`config.mk`:
```
export PLATFORM = sky130hd
export DESIGN_NAME = acl_expression_tokenizer
export DESIGN_NICKNAME = d
export VERILOG_FILES = /design/src/aet_pkg.sv /design/src/aet_lex_core.sv /design/src/aet_res_queue.sv /design/src/acl_expression_tokenizer.sv
export VERILOG_INCLUDE_DIRS = /design/src /design/src/src
export SDC_FILE = /design/constraint.sdc
export NUM_CORES = 1
export LEC_CHECK = 0
export BUFFER_PORTS_ARGS = -buffer_cell sky130_fd_sc_hd__buf_2
export CORE_MARGIN = 2
export CORE_UTILIZATION = 60
export CTS_CLUSTER_DIAMETER = 150
export DETAILED_ROUTE_END_ITERATION = 7
export GPL_TIMING_DRIVEN = 1
export PLACE_DENSITY_LB_ADDON = 0.2
export SETUP_SLACK_MARGIN = 0.3
export SLEW_MARGIN = 20
export SYNTH_ARGS = -nofsm -noshare
export SYNTH_HDL_FRONTEND = slang
export SYNTH_SLANG_ARGS = --single-unit
```
`constraint.sdc`:
```
create_clock -name clk -period 6.6 [get_ports clk]
set_clock_uncertainty 0.2 [all_clocks]
set_input_delay 1.32 -clock clk [delete_from_list [all_inputs] [get_ports clk]]
set_output_delay 1.32 -clock clk [all_outputs]
set_load 0.005 [all_outputs]
```
`src/acl_expression_tokenizer_defines.svh`:
```
// ----------------------------------------------------------------------------
// acl_expression_tokenizer_defines.svh
// Assertion macros for the expression tokenizer. Empty under synthesis.
// ----------------------------------------------------------------------------
`ifndef ACL_EXPRESSION_TOKENIZER_DEFINES_SVH
`define ACL_EXPRESSION_TOKENIZER_DEFINES_SVH

`ifndef SYNTHESIS
// check a property outside reset
`define AET_ASSERT(lbl, prop, msg) \
  lbl: assert property (@(posedge clk) disable iff (rst) prop) else $error(msg);
// check a property at every edge, reset included
`define AET_ASSERT_ALWAYS(lbl, prop, msg) \
  lbl: assert property (@(posedge clk) prop) else $error(msg);
`else
`define AET_ASSERT(lbl, prop, msg)
`define AET_ASSERT_ALWAYS(lbl, prop, msg)
`endif

`endif

```
`src/aet_pkg.sv`:
```
// ----------------------------------------------------------------------------
// aet_pkg
// Shared types, token codes, character constants and classification
// functions for the expression tokenizer.
// ----------------------------------------------------------------------------
package aet_pkg;

  // default width of the character position counters
  localparam int POS_BITS_DEFAULT = 16;

  // result queue geometry
  localparam int QUEUE_DEPTH = 4;
  localparam int QPTR_W      = $clog2(QUEUE_DEPTH);
  localparam int QCNT_W      = $clog2(QUEUE_DEPTH + 1);

  // result kinds
  localparam logic [1:0] KIND_TOKEN = 2'd0;
  localparam logic [1:0] KIND_CHAR  = 2'd1;
  localparam logic [1:0] KIND_ERROR = 2'd2;

  // error codes
  localparam logic [1:0] ERR_NONE       = 2'd0;
  localparam logic [1:0] ERR_UNTERM     = 2'd1;
  localparam logic [1:0] ERR_UNEXPECTED = 2'd2;

  // token types
  localparam logic [4:0] TT_END     = 5'd0;
  localparam logic [4:0] TT_IDENT   = 5'd1;
  localparam logic [4:0] TT_KW_BASE = 5'd2;
  localparam logic [4:0] TT_LPAREN  = 5'd12;
  localparam logic [4:0] TT_RPAREN  = 5'd13;
  localparam logic [4:0] TT_COMMA   = 5'd14;
  localparam logic [4:0] TT_EQ      = 5'd15;
  localparam logic [4:0] TT_NE      = 5'd16;
  localparam logic [4:0] TT_GT      = 5'd17;
  localparam logic [4:0] TT_GE      = 5'd18;
  localparam logic [4:0] TT_LT      = 5'd19;
  localparam logic [4:0] TT_LE      = 5'd20;
  localparam logic [4:0] TT_STRING  = 5'd21;
  localparam logic [4:0] TT_NUMBER  = 5'd22;

  // characters with a meaning of their own
  localparam logic [7:0] CH_LPAREN = 8'h28;
  localparam logic [7:0] CH_RPAREN = 8'h29;
  localparam logic [7:0] CH_COMMA  = 8'h2C;
  localparam logic [7:0] CH_EQUAL  = 8'h3D;
  localparam logic [7:0] CH_BANG   = 8'h21;
  localparam logic [7:0] CH_GREAT  = 8'h3E;
  localparam logic [7:0] CH_LESS   = 8'h3C;
  localparam logic [7:0] CH_QUOTE  = 8'h22;
  localparam logic [7:0] CH_BSLASH = 8'h5C;
  localparam logic [7:0] CH_DOT    = 8'h2E;
  localparam logic [7:0] CH_DASH   = 8'h2D;
  localparam logic [7:0] CH_UNDER  = 8'h5F;

  // keywords, packed right-aligned, lower case
  localparam int KW_COUNT = 10;
  localparam logic [39:0] KW_TEXT [KW_COUNT] = '{
    40'h00_7472_7565,   // true
    40'h66_616C_7365,   // false
    40'h00_0061_6E64,   // and
    40'h00_0000_6F72,   // or
    40'h00_006E_6F74,   // not
    40'h00_6C69_6B65,   // like
    40'h6D_6174_6368,   // match
    40'h00_0000_696E,   // in
    40'h00_0061_6E79,   // any
    40'h00_0061_6C6C    // all
  };
  localparam logic [15:0] KW_LEN [KW_COUNT] = '{
    16'd4, 16'd5, 16'd3, 16'd2, 16'd3, 16'd4, 16'd5, 16'd2, 16'd3, 16'd3
  };
  localparam logic [15:0] KW_MAX_LEN = 16'd5;

  typedef enum logic [3:0] {
    LEX_IDLE,
    LEX_IDENT,
    LEX_NUMBER,
    LEX_EQ,
    LEX_BANG,
    LEX_GT,
    LEX_LT,
    LEX_STRING,
    LEX_ESC,
    LEX_DROP
  } lex_mode_t;

  typedef struct packed {
    logic [7:0] char_code;
    logic       end_mark;
  } char_item_t;

  typedef struct packed {
    logic [1:0]  result_kind;
    logic [4:0]  token_type;
    logic [1:0]  error_code;
    logic [15:0] start_pos;
    logic [15:0] raw_length;
    logic [7:0]  content_char;
    logic        last_result;
  } tok_item_t;

  // results of one accepted item, in order
  typedef struct packed {
    logic [1:0]           count;
    tok_item_t [1:0]      item;
  } res_pair_t;

  function automatic logic is_letter(input logic [7:0] c);
    return (c inside {[8'h61:8'h7A]}) || (c inside {[8'h41:8'h5A]});
  endfunction

  function automatic logic is_digit(input logic [7:0] c);
    return c inside {[8'h30:8'h39]};
  endfunction

  function automatic logic is_space(input logic [7:0] c);
    return (c == 8'h20) || (c inside {[8'h09:8'h0D]});
  endfunction

  function automatic logic ident_start(input logic [7:0] c);
    return is_letter(c) || (c == CH_UNDER);
  endfunction

  function automatic logic ident_part(input logic [7:0] c);
    return is_letter(c) || is_digit(c) || (c == CH_UNDER) || (c == CH_DASH);
  endfunction

  function automatic logic [7:0] to_lower(input logic [7:0] c);
    return (c inside {[8'h41:8'h5A]}) ? c + 8'h20 : c;
  endfunction

  // keyword lookup over the five-character window
  function automatic logic [4:0] ident_type(input logic [39:0] kw,
                                            input logic [15:0] len);
    logic [4:0] t;
    t = TT_IDENT;
    if (len <= KW_MAX_LEN) begin
      for (int k = 0; k < KW_COUNT; k++) begin
        if ((KW_LEN[k] == len) && (KW_TEXT[k] == kw)) t = TT_KW_BASE + 5'(k);
      end
    end
    return t;
  endfunction

  function automatic tok_item_t mk_res(input logic [1:0] kind, input logic [4:0] ttype,
                                       input logic [1:0] err, input logic [15:0] pos,
                                       input logic [15:0] len, input logic [7:0] cc);
    tok_item_t r;
    r.result_kind  = kind;
    r.token_type   = ttype;
    r.error_code   = err;
    r.start_pos    = pos;
    r.raw_length   = len;
    r.content_char = cc;
    r.last_result  = 1'b0;
    return r;
  endfunction

endpackage

```
`src/aet_lex_core.sv`:
```
// ----------------------------------------------------------------------------
// aet_lex_core
// Lexer state and single-pass result logic: takes one accepted character or
// terminator and produces up to two results plus the next lexer state.
// ----------------------------------------------------------------------------
module aet_lex_core #(
  parameter int POS_BITS = aet_pkg::POS_BITS_DEFAULT
) (
  input  logic               clk,
  input  logic               rst,
  input  logic               accept,
  input  aet_pkg::char_item_t item,
  output aet_pkg::res_pair_t  pair
);
  import aet_pkg::*;

  // lexer state
  lex_mode_t           mode, mode_next;
  logic [POS_BITS-1:0] char_index, char_index_next;
  logic [POS_BITS-1:0] token_start, token_start_next;
  logic [39:0]         keyword_window, keyword_window_next;
  logic [15:0]         word_length, word_length_next;

  logic [7:0]           c;
  logic [POS_BITS+15:0] idx_ext, start_ext;
  logic [15:0]          idx16, start16, len_inc;

  // what a character starting a fresh token does
  lex_mode_t f_mode;
  logic      f_emit, f_start, f_len_one, f_kw_set;
  tok_item_t f_res;

  // primary and follow-on results of this item
  logic      a_emit, b_emit;
  tok_item_t a_res, b_res;
  tok_item_t r0, r1;
  logic [1:0] n;

  assign c         = item.char_code;
  assign idx_ext   = {16'b0, char_index};
  assign start_ext = {16'b0, token_start};
  assign idx16     = idx_ext[15:0];
  assign start16   = start_ext[15:0];
  assign len_inc   = (word_length == 16'hFFFF) ? word_length : word_length + 16'd1;

  // classify a character that opens a new token
  always_comb begin
    f_mode    = LEX_IDLE;
    f_emit    = 1'b0;
    f_start   = 1'b0;
    f_len_one = 1'b0;
    f_kw_set  = 1'b0;
    f_res     = mk_res(KIND_TOKEN, TT_END, ERR_NONE, idx16, 16'd1, 8'd0);
    if (!is_space(c)) begin
      if (c == CH_LPAREN) begin
        f_emit = 1'b1;
        f_res.token_type = TT_LPAREN;
      end else if (c == CH_RPAREN) begin
        f_emit = 1'b1;
        f_res.token_type = TT_RPAREN;
      end else if (c == CH_COMMA) begin
        f_emit = 1'b1;
        f_res.token_type = TT_COMMA;
      end else if (c == CH_EQUAL) begin
        f_mode  = LEX_EQ;
        f_start = 1'b1;
      end else if (c == CH_BANG) begin
        f_mode  = LEX_BANG;
        f_start = 1'b1;
      end else if (c == CH_GREAT) begin
        f_mode  = LEX_GT;
        f_start = 1'b1;
      end else if (c == CH_LESS) begin
        f_mode  = LEX_LT;
        f_start = 1'b1;
      end else if (c == CH_QUOTE) begin
        f_mode    = LEX_STRING;
        f_start   = 1'b1;
        f_len_one = 1'b1;
      end else if (is_digit(c)) begin
        f_mode    = LEX_NUMBER;
        f_start   = 1'b1;
        f_len_one = 1'b1;
        f_kw_set  = 1'b1;
      end else if (ident_start(c)) begin
        f_mode    = LEX_IDENT;
        f_start   = 1'b1;
        f_len_one = 1'b1;
        f_kw_set  = 1'b1;
      end else begin
        f_mode = LEX_DROP;
        f_emit = 1'b1;
        f_res  = mk_res(KIND_ERROR, TT_END, ERR_UNEXPECTED, idx16, 16'd0, 8'd0);
      end
    end
  end

  // step the lexer by one item
  always_comb begin
    mode_next           = mode;
    char_index_next     = char_index + POS_BITS'(1);
    token_start_next    = token_start;
    keyword_window_next = keyword_window;
    word_length_next    = word_length;
    a_emit = 1'b0;
    a_res  = mk_res(KIND_TOKEN, TT_END, ERR_NONE, start16, 16'd0, 8'd0);
    b_emit = 1'b0;
    b_res  = f_res;

    if (item.end_mark) begin
      // flush the pending token, then End unless an error closed things
      b_emit = 1'b1;
      b_res  = mk_res(KIND_TOKEN, TT_END, ERR_NONE, idx16, 16'd0, 8'd0);
      case (mode)
        LEX_IDENT: begin
          a_emit = 1'b1;
          a_res  = mk_res(KIND_TOKEN, ident_type(keyword_window, word_length), ERR_NONE,
                          start16, word_length, 8'd0);
        end
        LEX_NUMBER: begin
          a_emit = 1'b1;
          a_res  = mk_res(KIND_TOKEN, TT_NUMBER, ERR_NONE, start16, word_length, 8'd0);
        end
        LEX_GT: begin
          a_emit = 1'b1;
          a_res  = mk_res(KIND_TOKEN, TT_GT, ERR_NONE, start16, 16'd1, 8'd0);
        end
        LEX_LT: begin
          a_emit = 1'b1;
          a_res  = mk_res(KIND_TOKEN, TT_LT, ERR_NONE, start16, 16'd1, 8'd0);
        end
        LEX_EQ, LEX_BANG: begin
          a_emit = 1'b1;
          a_res  = mk_res(KIND_ERROR, TT_END, ERR_UNEXPECTED, start16, 16'd0, 8'd0);
          b_emit = 1'b0;
        end
        LEX_STRING, LEX_ESC: begin
          a_emit = 1'b1;
          a_res  = mk_res(KIND_ERROR, TT_END, ERR_UNTERM, start16, 16'd0, 8'd0);
          b_emit = 1'b0;
        end
        LEX_DROP: begin
          b_emit = 1'b0;
        end
        default: begin
        end
      endcase
      // return to the reset state for the next expression
      mode_next           = LEX_IDLE;
      char_index_next     = '0;
      token_start_next    = '0;
      keyword_window_next = '0;
      word_length_next    = '0;
    end else begin
      case (mode)
        LEX_STRING: begin
          word_length_next = len_inc;
          if (c == CH_QUOTE) begin
            a_emit    = 1'b1;
            a_res     = mk_res(KIND_TOKEN, TT_STRING, ERR_NONE, start16, len_inc, 8'd0);
            mode_next = LEX_IDLE;
          end else if (c == CH_BSLASH) begin
            mode_next = LEX_ESC;
          end else begin
            a_emit = 1'b1;
            a_res  = mk_res(KIND_CHAR, TT_END, ERR_NONE, start16, 16'd0, c);
          end
        end
        LEX_ESC: begin
          word_length_next = len_inc;
          a_emit    = 1'b1;
          a_res     = mk_res(KIND_CHAR, TT_END, ERR_NONE, start16, 16'd0, c);
          mode_next = LEX_STRING;
        end
        LEX_EQ, LEX_BANG: begin
          a_emit = 1'b1;
          if (c == CH_EQUAL) begin
            a_res = mk_res(KIND_TOKEN, (mode == LEX_EQ) ? TT_EQ : TT_NE, ERR_NONE,
                           start16, 16'd2, 8'd0);
            mode_next = LEX_IDLE;
          end else begin
            a_res     = mk_res(KIND_ERROR, TT_END, ERR_UNEXPECTED, start16, 16'd0, 8'd0);
            mode_next = LEX_DROP;
          end
        end
        LEX_GT, LEX_LT: begin
          a_emit = 1'b1;
          if (c == CH_EQUAL) begin
            a_res = mk_res(KIND_TOKEN, (mode == LEX_GT) ? TT_GE : TT_LE, ERR_NONE,
                           start16, 16'd2, 8'd0);
            mode_next = LEX_IDLE;
          end else begin
            a_res = mk_res(KIND_TOKEN, (mode == LEX_GT) ? TT_GT : TT_LT, ERR_NONE,
                           start16, 16'd1, 8'd0);
            b_emit = f_emit;
          end
        end
        LEX_IDENT: begin
          if (ident_part(c)) begin
            if (word_length < KW_MAX_LEN) begin
              keyword_window_next = {keyword_window[31:0], to_lower(c)};
            end
            word_length_next = len_inc;
          end else begin
            a_emit = 1'b1;
            a_res  = mk_res(KIND_TOKEN, ident_type(keyword_window, word_length), ERR_NONE,
                            start16, word_length, 8'd0);
            b_emit = f_emit;
          end
        end
        LEX_NUMBER: begin
          if (is_digit(c) || (c == CH_DOT)) begin
            word_length_next = len_inc;
          end else begin
            a_emit = 1'b1;
            a_res  = mk_res(KIND_TOKEN, TT_NUMBER, ERR_NONE, start16, word_length, 8'd0);
            b_emit = f_emit;
          end
        end
        LEX_DROP: begin
        end
        default: begin
          b_emit = f_emit;
        end
      endcase

      // hand over to the fresh-token logic where the old token closed
      if ((mode == LEX_IDLE) ||
          (((mode == LEX_GT) || (mode == LEX_LT)) && (c != CH_EQUAL)) ||
          ((mode == LEX_IDENT) && !ident_part(c)) ||
          ((mode == LEX_NUMBER) && !(is_digit(c) || (c == CH_DOT)))) begin
        mode_next = f_mode;
        if (f_start) token_start_next = char_index;
        if (f_len_one) word_length_next = 16'd1;
        if (f_kw_set) keyword_window_next = {32'b0, to_lower(c)};
      end
    end
  end

  // pack results in order and mark the final one
  always_comb begin
    n  = 2'({1'b0, a_emit} + {1'b0, b_emit});
    r0 = a_emit ? a_res : b_res;
    r1 = b_res;
    if (n == 2'd2) begin
      r1.last_result = 1'b1;
    end else begin
      r0.last_result = 1'b1;
    end
    pair.count   = accept ? n : 2'd0;
    pair.item[0] = r0;
    pair.item[1] = r1;
  end

  // hold state unless an item is taken
  always_ff @(posedge clk) begin
    if (rst) begin
      mode           <= LEX_IDLE;
      char_index     <= '0;
      token_start    <= '0;
      keyword_window <= '0;
      word_length    <= '0;
    end else if (accept) begin
      mode           <= mode_next;
      char_index     <= char_index_next;
      token_start    <= token_start_next;
      keyword_window <= keyword_window_next;
      word_length    <= word_length_next;
    end
  end

endmodule

```
`src/aet_res_queue.sv`:
```
// ----------------------------------------------------------------------------
// aet_res_queue
// Four-entry result queue: takes up to two results per cycle, presents one
// registered result per transfer, and stalls the input side when fewer than
// two slots are free.
// ----------------------------------------------------------------------------
`include "acl_expression_tokenizer_defines.svh"

module aet_res_queue (
  input  logic               clk,
  input  logic               rst,
  input  aet_pkg::res_pair_t pair,
  output logic               full,
  output logic               tok_valid,
  input  logic               tok_stall,
  output aet_pkg::tok_item_t tok_data
);
  import aet_pkg::*;

  tok_item_t         slot [QUEUE_DEPTH];
  logic [QPTR_W-1:0] rd, wr, wr_plus;
  logic [QCNT_W-1:0] count, level_in;
  logic              pop;
  logic              last_lo, last_hi;

  assign pop       = tok_valid && !tok_stall;
  assign wr_plus   = wr + QPTR_W'(1);
  assign level_in  = count + QCNT_W'(pair.count);
  assign full      = count > QCNT_W'(QUEUE_DEPTH - 2);
  assign tok_valid = count != '0;
  assign tok_data  = slot[rd];
  assign last_lo   = pair.item[0].last_result;
  assign last_hi   = pair.item[1].last_result;

  // write new results at the tail
  always_ff @(posedge clk) begin
    if (pair.count != 2'd0) slot[wr] <= pair.item[0];
    if (pair.count == 2'd2) slot[wr_plus] <= pair.item[1];
  end

  // advance pointers and fill level
  always_ff @(posedge clk) begin
    if (rst) begin
      rd    <= '0;
      wr    <= '0;
      count <= '0;
    end else begin
      rd    <= rd + QPTR_W'(pop);
      wr    <= wr + QPTR_W'(pair.count);
      count <= level_in - QCNT_W'(pop);
    end
  end

  `AET_ASSERT(a_count_bound, count <= QCNT_W'(QUEUE_DEPTH), "result queue overfilled")
  `AET_ASSERT(a_no_overrun, level_in <= QCNT_W'(QUEUE_DEPTH) + QCNT_W'(pop), "queue overrun")
  `AET_ASSERT(a_pair_last, pair.count == 2'd2 |-> !last_lo && last_hi, "last mark misplaced")
  `AET_ASSERT(a_single_last, pair.count == 2'd1 |-> last_lo, "single result not marked last")
  `AET_ASSERT_ALWAYS(a_reset_empty, rst |=> count == '0 && !tok_valid, "queue not empty")

endmodule

```
`src/acl_expression_tokenizer.sv`:
```
// ----------------------------------------------------------------------------
// acl_expression_tokenizer
// Filter-expression tokenizer: one character per transfer in, tokens,
// string content characters and errors out.
//
//   channel  direction  handshake              payload
//   char     in         char_valid/char_stall  char_data (char_item_t)
//   tok      out        tok_valid/tok_stall    tok_data  (tok_item_t)
//
// One character or terminator is taken per cycle while char_stall is low;
// its results land in the result queue at the edge that takes it.
// An item gives at most two results; the queue drains one per cycle without
// tok_stall, so sustained rate is one item per cycle for one result or fewer.
// char_stall rises while the four-entry queue has fewer than two free slots.
// Synchronous reset clears lexer state and empties the queue.
// ----------------------------------------------------------------------------
module acl_expression_tokenizer #(
  parameter int POS_BITS = aet_pkg::POS_BITS_DEFAULT
) (
  input  logic                clk,
  input  logic                rst,
  input  logic                char_valid,
  output logic                char_stall,
  input  aet_pkg::char_item_t char_data,
  output logic                tok_valid,
  input  logic                tok_stall,
  output aet_pkg::tok_item_t  tok_data
);
  import aet_pkg::*;

  res_pair_t pair;
  logic      accept;

  // take a character whenever the queue has room for two results
  assign accept = char_valid && !char_stall;

  aet_lex_core #(
    .POS_BITS (POS_BITS)
  ) u_core (
    .clk    (clk),
    .rst    (rst),
    .accept (accept),
    .item   (char_data),
    .pair   (pair)
  );

  aet_res_queue u_queue (
    .clk       (clk),
    .rst       (rst),
    .pair      (pair),
    .full      (char_stall),
    .tok_valid (tok_valid),
    .tok_stall (tok_stall),
    .tok_data  (tok_data)
  );

endmodule
```
Word level (Yosys, flattened, before mapping)
Memory sizes are Yosys's and may differ from the RTL's. A register that Yosys moved wholly into a read port is not among the register bits.
Cells that the tools add are included.
Storage, ports and cells
  register bits after elaboration: 99
  memory bits (writable): 200
  input port bits: 13
  output and inout port bits: 52
  word-level logic and storage cells: 257
  memories: 1
Cells by class
  add/sub/neg operators: 9
  order comparisons: 11
  equal/unequal tests: 42
  mux-type cells: 138
  reductions and logical operators: 48
Memory list
  u_queue.slot: words 4, bits a word 50, rd ports 1, clocked after Yosys merged registers in 1, write ports 2, RTL line aet_res_queue.sv:20  | tok_item_t slot [QUEUE_DEPTH];
Operators by type and width (number)
  50-bit two-way mux: 13
  50-bit case mux with 6 select lines: 2
  40-bit two-way mux: 6
  23-bit by 40-bit == test with 1-bit output, first input constant: 4
  16-bit two-way mux: 10
  48-bit two-way mux: 3
  43-bit two-way mux: 3
  8-bit by 6-bit == test with 1-bit output, second input constant: 11
  15-bit by 40-bit == test with 1-bit output, first input constant: 2
  31-bit by 40-bit == test with 1-bit output, first input constant: 2
  39-bit by 40-bit == test with 1-bit output, first input constant: 2
  5-bit two-way mux: 14
  4-bit two-way mux: 17
  1-bit two-way mux: 56
  49-bit two-way mux: 1
  16-bit case mux with 3 select lines: 1
  16-bit by 1-bit adder with 16-bit output, second input constant: 2
  2-bit by 16-bit == test with 1-bit output, first input constant: 2
  3-bit by 16-bit == test with 1-bit output, first input constant: 2
  1-bit logical AND: 19
  16-bit == test, second input constant: 1
  4-bit by 3-bit == test with 1-bit output, second input constant: 4
  8-bit by 7-bit == test with 1-bit output, second input constant: 2
  8-bit by 7-bit greater-or-equal comparator with 1-bit output, second input constant: 2
  38 further kinds: 67

Logic depth before layout (Yosys ltp)
  depth after elaboration: 23
  depth in mapped cells: 19
  mapped depth without buffers: 15

Cells and area by module
A second synthesis with hierarchy kept.
Unflattened totals
  cells, all modules: 1342
  area total of the unflattened synthesis: 16818.6 um2
Modules (own cells, without submodules)
  aet_res_queue: times used 1, cells an instance 534, area an instance 10377.5 um2, seq. area each 6145.9 um2
  aet_lex_core: times used 1, cells an instance 807, area an instance 6427.4 um2, seq. area each 1841.8 um2
  acl_expression_tokenizer: times used 1, cells an instance 1, area an instance 13.8 um2, seq. area each 0.0 um2

Least setup slack after synthesis
OpenSTA, ideal clock, no wires.
  path type: input-to-reg
  from: input port char_data[1] in the netlist's numbering
  to: memory u_queue.slot[1][0] in the netlist's numbering, enable pin
  library setup time: 0.379 ns
  data arrival time: 5.104 ns
  required time: 6.021 ns
  path slack: 0.917 ns
  stages: 15
  path buffers: 3
  path through: clkbuf_1 -> or3_4 -> nor4_4 -> a221oi_2 -> or3b_1 -> buf_6 -> o21ai_2 -> nor3b_1 -> o32ai_1 -> ha_1 -> or3b_2 -> nor3_1 -> nor2_1 -> clkbuf_1 -> inv_1
RTL lines
  start: declaration: RTL line acl_expression_tokenizer.sv:24  | input aet_pkg::char_item_t char_data,
  end: declaration: RTL line aet_res_queue.sv:20

==> reports/qor.csv <==
stage,metric,value,unit
cells_and_area,nets,1507,
routing,drc,0,
sta,period_share,87.9,%
sta,setup_viol,0,
clocking,cts.path.max_buffers,3,
power,p_sw_share,29.4,%
global_routing,grt_util_met2,48.7,%
worst_setup_path,criticalPathCategory,in -> reg,
placed_design,io_buffers,64,
yosys,seq_area_frac_synth,46.5,%
worst_setup_path,slowest_stage,nor2_1,
cells_and_area,design_area,16400,um2
worst_setup_path,end_kind,flop,
worst_setup_path,timing.rr.end,u_queue.slot[3][0]$_DFFE_PP_,
yosys,ys_warn_count,0,
clocking,cts-root-buf,clkbuf_16,
placed_design,numPlacedInstances,1772,
worst_setup_path,crit_chain,"buf_2, or3_4, nor4_4, a221oi_2, or3b_1, o21ai_2, nor3b_1, o32ai_1, ha_1, o21ai_0, nor2_1, nor2_1, inv_1, buf_4",
routing,first_iter_violations,1455,
cells_and_area,utilization,67.2,%
sta,maxSlewViolCount,0,
sta,rsz0062_at_grt,false,
worst_setup_path,crit_arrival,5.87,ns
placed_design,dpl_cell_area,15400,um2
floorplanning,initial_core_util,61.3,%
sta,timing.fmax,172,MHz
floorplanning,die_w,162,um
yosys,synth_cells,1477,
worst_setup_path,crit_buf_inv,3,
yosys,syn_nets,1504,
worst_hold_path,hold_class,reg -> reg,
floorplanning,pin_count,65,
sta,period_needed,5.80,ns
global_routing,grt_max_degree,52,
yosys,synth_edf_count,96,
floorplanning,core_area,24400,um2
power,ir_drop,0.247,mV
power,power_density,294,nW/um2
worst_setup_path,crit_family,simple AND/OR/NAND/NOR gates,
worst_setup_path,reg2reg_depth,13,
placed_design,dp_hpwl,28.3,mm
sta,worst_slew_pin_slew,1.12,ns
power,power,4.82,mW
floorplanning,dieArea,26200,um2
worst_setup_path,reg2reg_from,u_core.mode[3]$_SDFFE_PP0P_,
cells_and_area,finalNonFillerCells,1828,
global_routing,grt_pass1_wl,65.6,mm
clocking,clkSinkCount,299,
worst_setup_path,max_stage_delay,0.87,ns
clocking,clock_latency,0.55,ns
power,power.switching,1.42,mW
cells_and_area,drive_gt1_share,15.8,%
worst_setup_path,path_common_cell,nor2_1,
worst_hold_path,holdPathStages,2,
floorplanning,rows,57,
sta,timing.setup.tns,0,ns
routing,wl_per_cell,23.1,um
clocking,cts_hold_buf,0,
power,p_int,3.40,mW
cells_and_area,insertedDiodeCount,0,
clocking,cts_max_level,1,
routing,routed_via_density,6.80,
floorplanning,die-height,162,um
worst_hold_path,worstHoldEndpoint,u_queue.slot[0][24]$_SDFFE_PP0P_,
worst_setup_path,required,6.67,ns
power,clkPwrFrac,35.0,%
global_routing,overflow,0,
run_status,status,completed,
yosys,ys_ff_latch,299,
global_routing,grt_pass1_vias,11500,
placed_design,place_congestion,0.984,
global_routing,use_met1,46.1,%
sta,relSlewSlack,25.1,%
global_routing,top_usage_layer,met2,
worst_hold_path,hp-start,u_queue.slot[0][24]$_SDFFE_PP0P_,
clocking,post_cts_buffers,0,
yosys,synth.avg_cell_area,10.1,um2
yosys,synthesis.area,15000,um2
global_routing,grt_use_total,31.8,%
clocking,post_cts_resized,0,
yosys,synth.distinct_cells,88,
yosys,async_reset_ff_share,0,%
global_routing,met3_usage,7.41,%
routing,wirelength,42.3,mm
sta,hold_violations,0,
cells_and_area,area_growth,9.67,%
run,max_cap_violations,0,
power,leakagePower,5.83,nW
routing,dr_total_vias,12400,
worst_setup_path,critPathLaunchType,primary input,
clocking,cts_tree,yes,
routing,postRouteAntennaNets,0,
clocking,numCtsBuffers,30,
power,power_frac_comb,21.0,%
worst_setup_path,cp_max_fo,24,
yosys,ys.flop_type,dfxtp_1,
clocking,cts.clk_slew.worst_paths,0.06,ns
routing,dr.pass1.iters,6,
global_routing,antenna_found_initial,0,
power,seqPwrFrac,43.9,%
worst_setup_path,r2r_slack,1.65,ns
-- area by class of cell --
cell class | count | area [um2]
fillers | 1960 | 7990
multi-input cells | 1025 | 7350
flip-flops and latches | 299 | 6950
clock buffers | 48 | 962
repair buffers | 101 | 598
well taps | 324 | 405
inverters | 23 | 87.6
clock inverters | 8 | 38.8
-- stage by stage --
step                      hold WS (ns)  worst slack, ns
final                            0.254            0.801
after global routing             0.263            0.524
after CTS                        0.252            0.925
after detailed placement         0.237            0.399
after global placement           0.230            0.534
after floorplan                  0.220            0.917
-- worst reg2reg max path, stage by stage (launching register included) --
cell,delay (ns)
dfxtp_1,0.87
nand2b_1,0.28
nor2_1,0.12
o41a_1,0.20
nor4_1,0.45
o211ai_4,0.14
nand2_4,0.17
clkinv_2,0.08
ha_1,0.34
o21ai_0,0.34
nor2_1,0.18
nor2_1,0.87
inv_1,0.11
buf_4,0.29
-- Yosys cell counts (all sizes together), types with 6 or more instances --
cell | instances | area [um2]
nor4 | 21 | 146
o22ai | 25 | 156
nand2b | 15 | 93.8
or4 | 6 | 45.0
nor2 | 82 | 320
clkbuf | 87 | 327
xnor2 | 10 | 87.6
a21oi | 58 | 290
ha | 13 | 163
inv | 21 | 78.8
xor2 | 14 | 123
nand3 | 99 | 495
o21ai | 119 | 648
a22o | 141 | 1230
mux2i | 11 | 110
o31ai | 7 | 52.6
and2 | 9 | 56.3
nor2b | 16 | 100
mux4 | 50 | 1130
edfxtp | 96 | 2880
nand2 | 109 | 417
dfxtp | 203 | 4060
o2bb2ai | 7 | 61.3
nand4b | 6 | 52.6
a21o | 11 | 82.6
nand4 | 21 | 131
nor3 | 30 | 150
nor3b | 8 | 60.1
and3 | 19 | 119
buf | 43 | 241
or3 | 18 | 118
-- cell usage in the layout, fill, tap and decap left out, types with 37 or more instances in the layout --
master,instances
a21oi_1,58
a22o_1,141
buf_2,64
buf_4,37
dfxtp_1,201
edfxtp_1,96
mux4_2,50
nand2_1,108
nand3_1,99
nor2_1,76
o21ai_0,111
-- kinds of logic after synthesis --
group	share of synthesized area (%)
AO/OA/AOI/OAI	20.9
XOR/XNOR	1.41
adder cells (fa/ha/maj)	1.22
buffers and inverters	4.38
flip-flops	46.5
multiplexers	8.27
AND/OR/NAND/NOR	17.3
-- layer usage --
layer | vias up | routed length (um)
met5 | - | 0
met4 | 0 | 777
met3 | 76 | 4620
met2 | 645 | 18900
met1 | 6030 | 18000
li1 | 5671 | -
-- power by group through the flow --
| stage | sequential [mW] | clock [mW] | combinational (mW) |
|---|---|---|---|
| floorplan | 2.07 | 0 | 0.741 |
| global placement | 2.15 | 0 | 0.979 |
| detailed placement | 2.16 | 0 | 0.997 |
| CTS | 2.12 | 1.70 | 1.00 |
| global route | 2.14 | 1.78 | 1.09 |
| finish | 2.12 | 1.69 | 1.01 |
-- worst max-delay path by stage --
stage                       startpoint                       endpoint  slack, ns  cells after the start
after CTS                 char_data[3]   u_queue.slot[3][0]$_DFFE_PP_       0.92                     14
after global placement    char_data[3]   u_queue.slot[3][0]$_DFFE_PP_       0.53                     14
after floorplan           char_data[1]   u_queue.slot[1][0]$_DFFE_PP_       0.92                     15
after global routing      char_data[4]  u_queue.slot[3][43]$_DFFE_PP_       0.52                     14
final                     char_data[3]   u_queue.slot[3][0]$_DFFE_PP_       0.80                     14
after detailed placement  char_data[3]  u_queue.slot[3][44]$_DFFE_PP_       0.40                     14
-- sequential cells by signal, summed over array words and instances, names as in the netlist --
name,cells
u_queue.wr,2
u_core.keyword_window,40
u_queue.slot,200
u_core.start16,16
u_core.word_length,16
u_queue.count,3
u_core.mode,4
u_queue.rd,2
u_core.char_index,16
No activity file was read; power rests on OpenSTA's default activity.
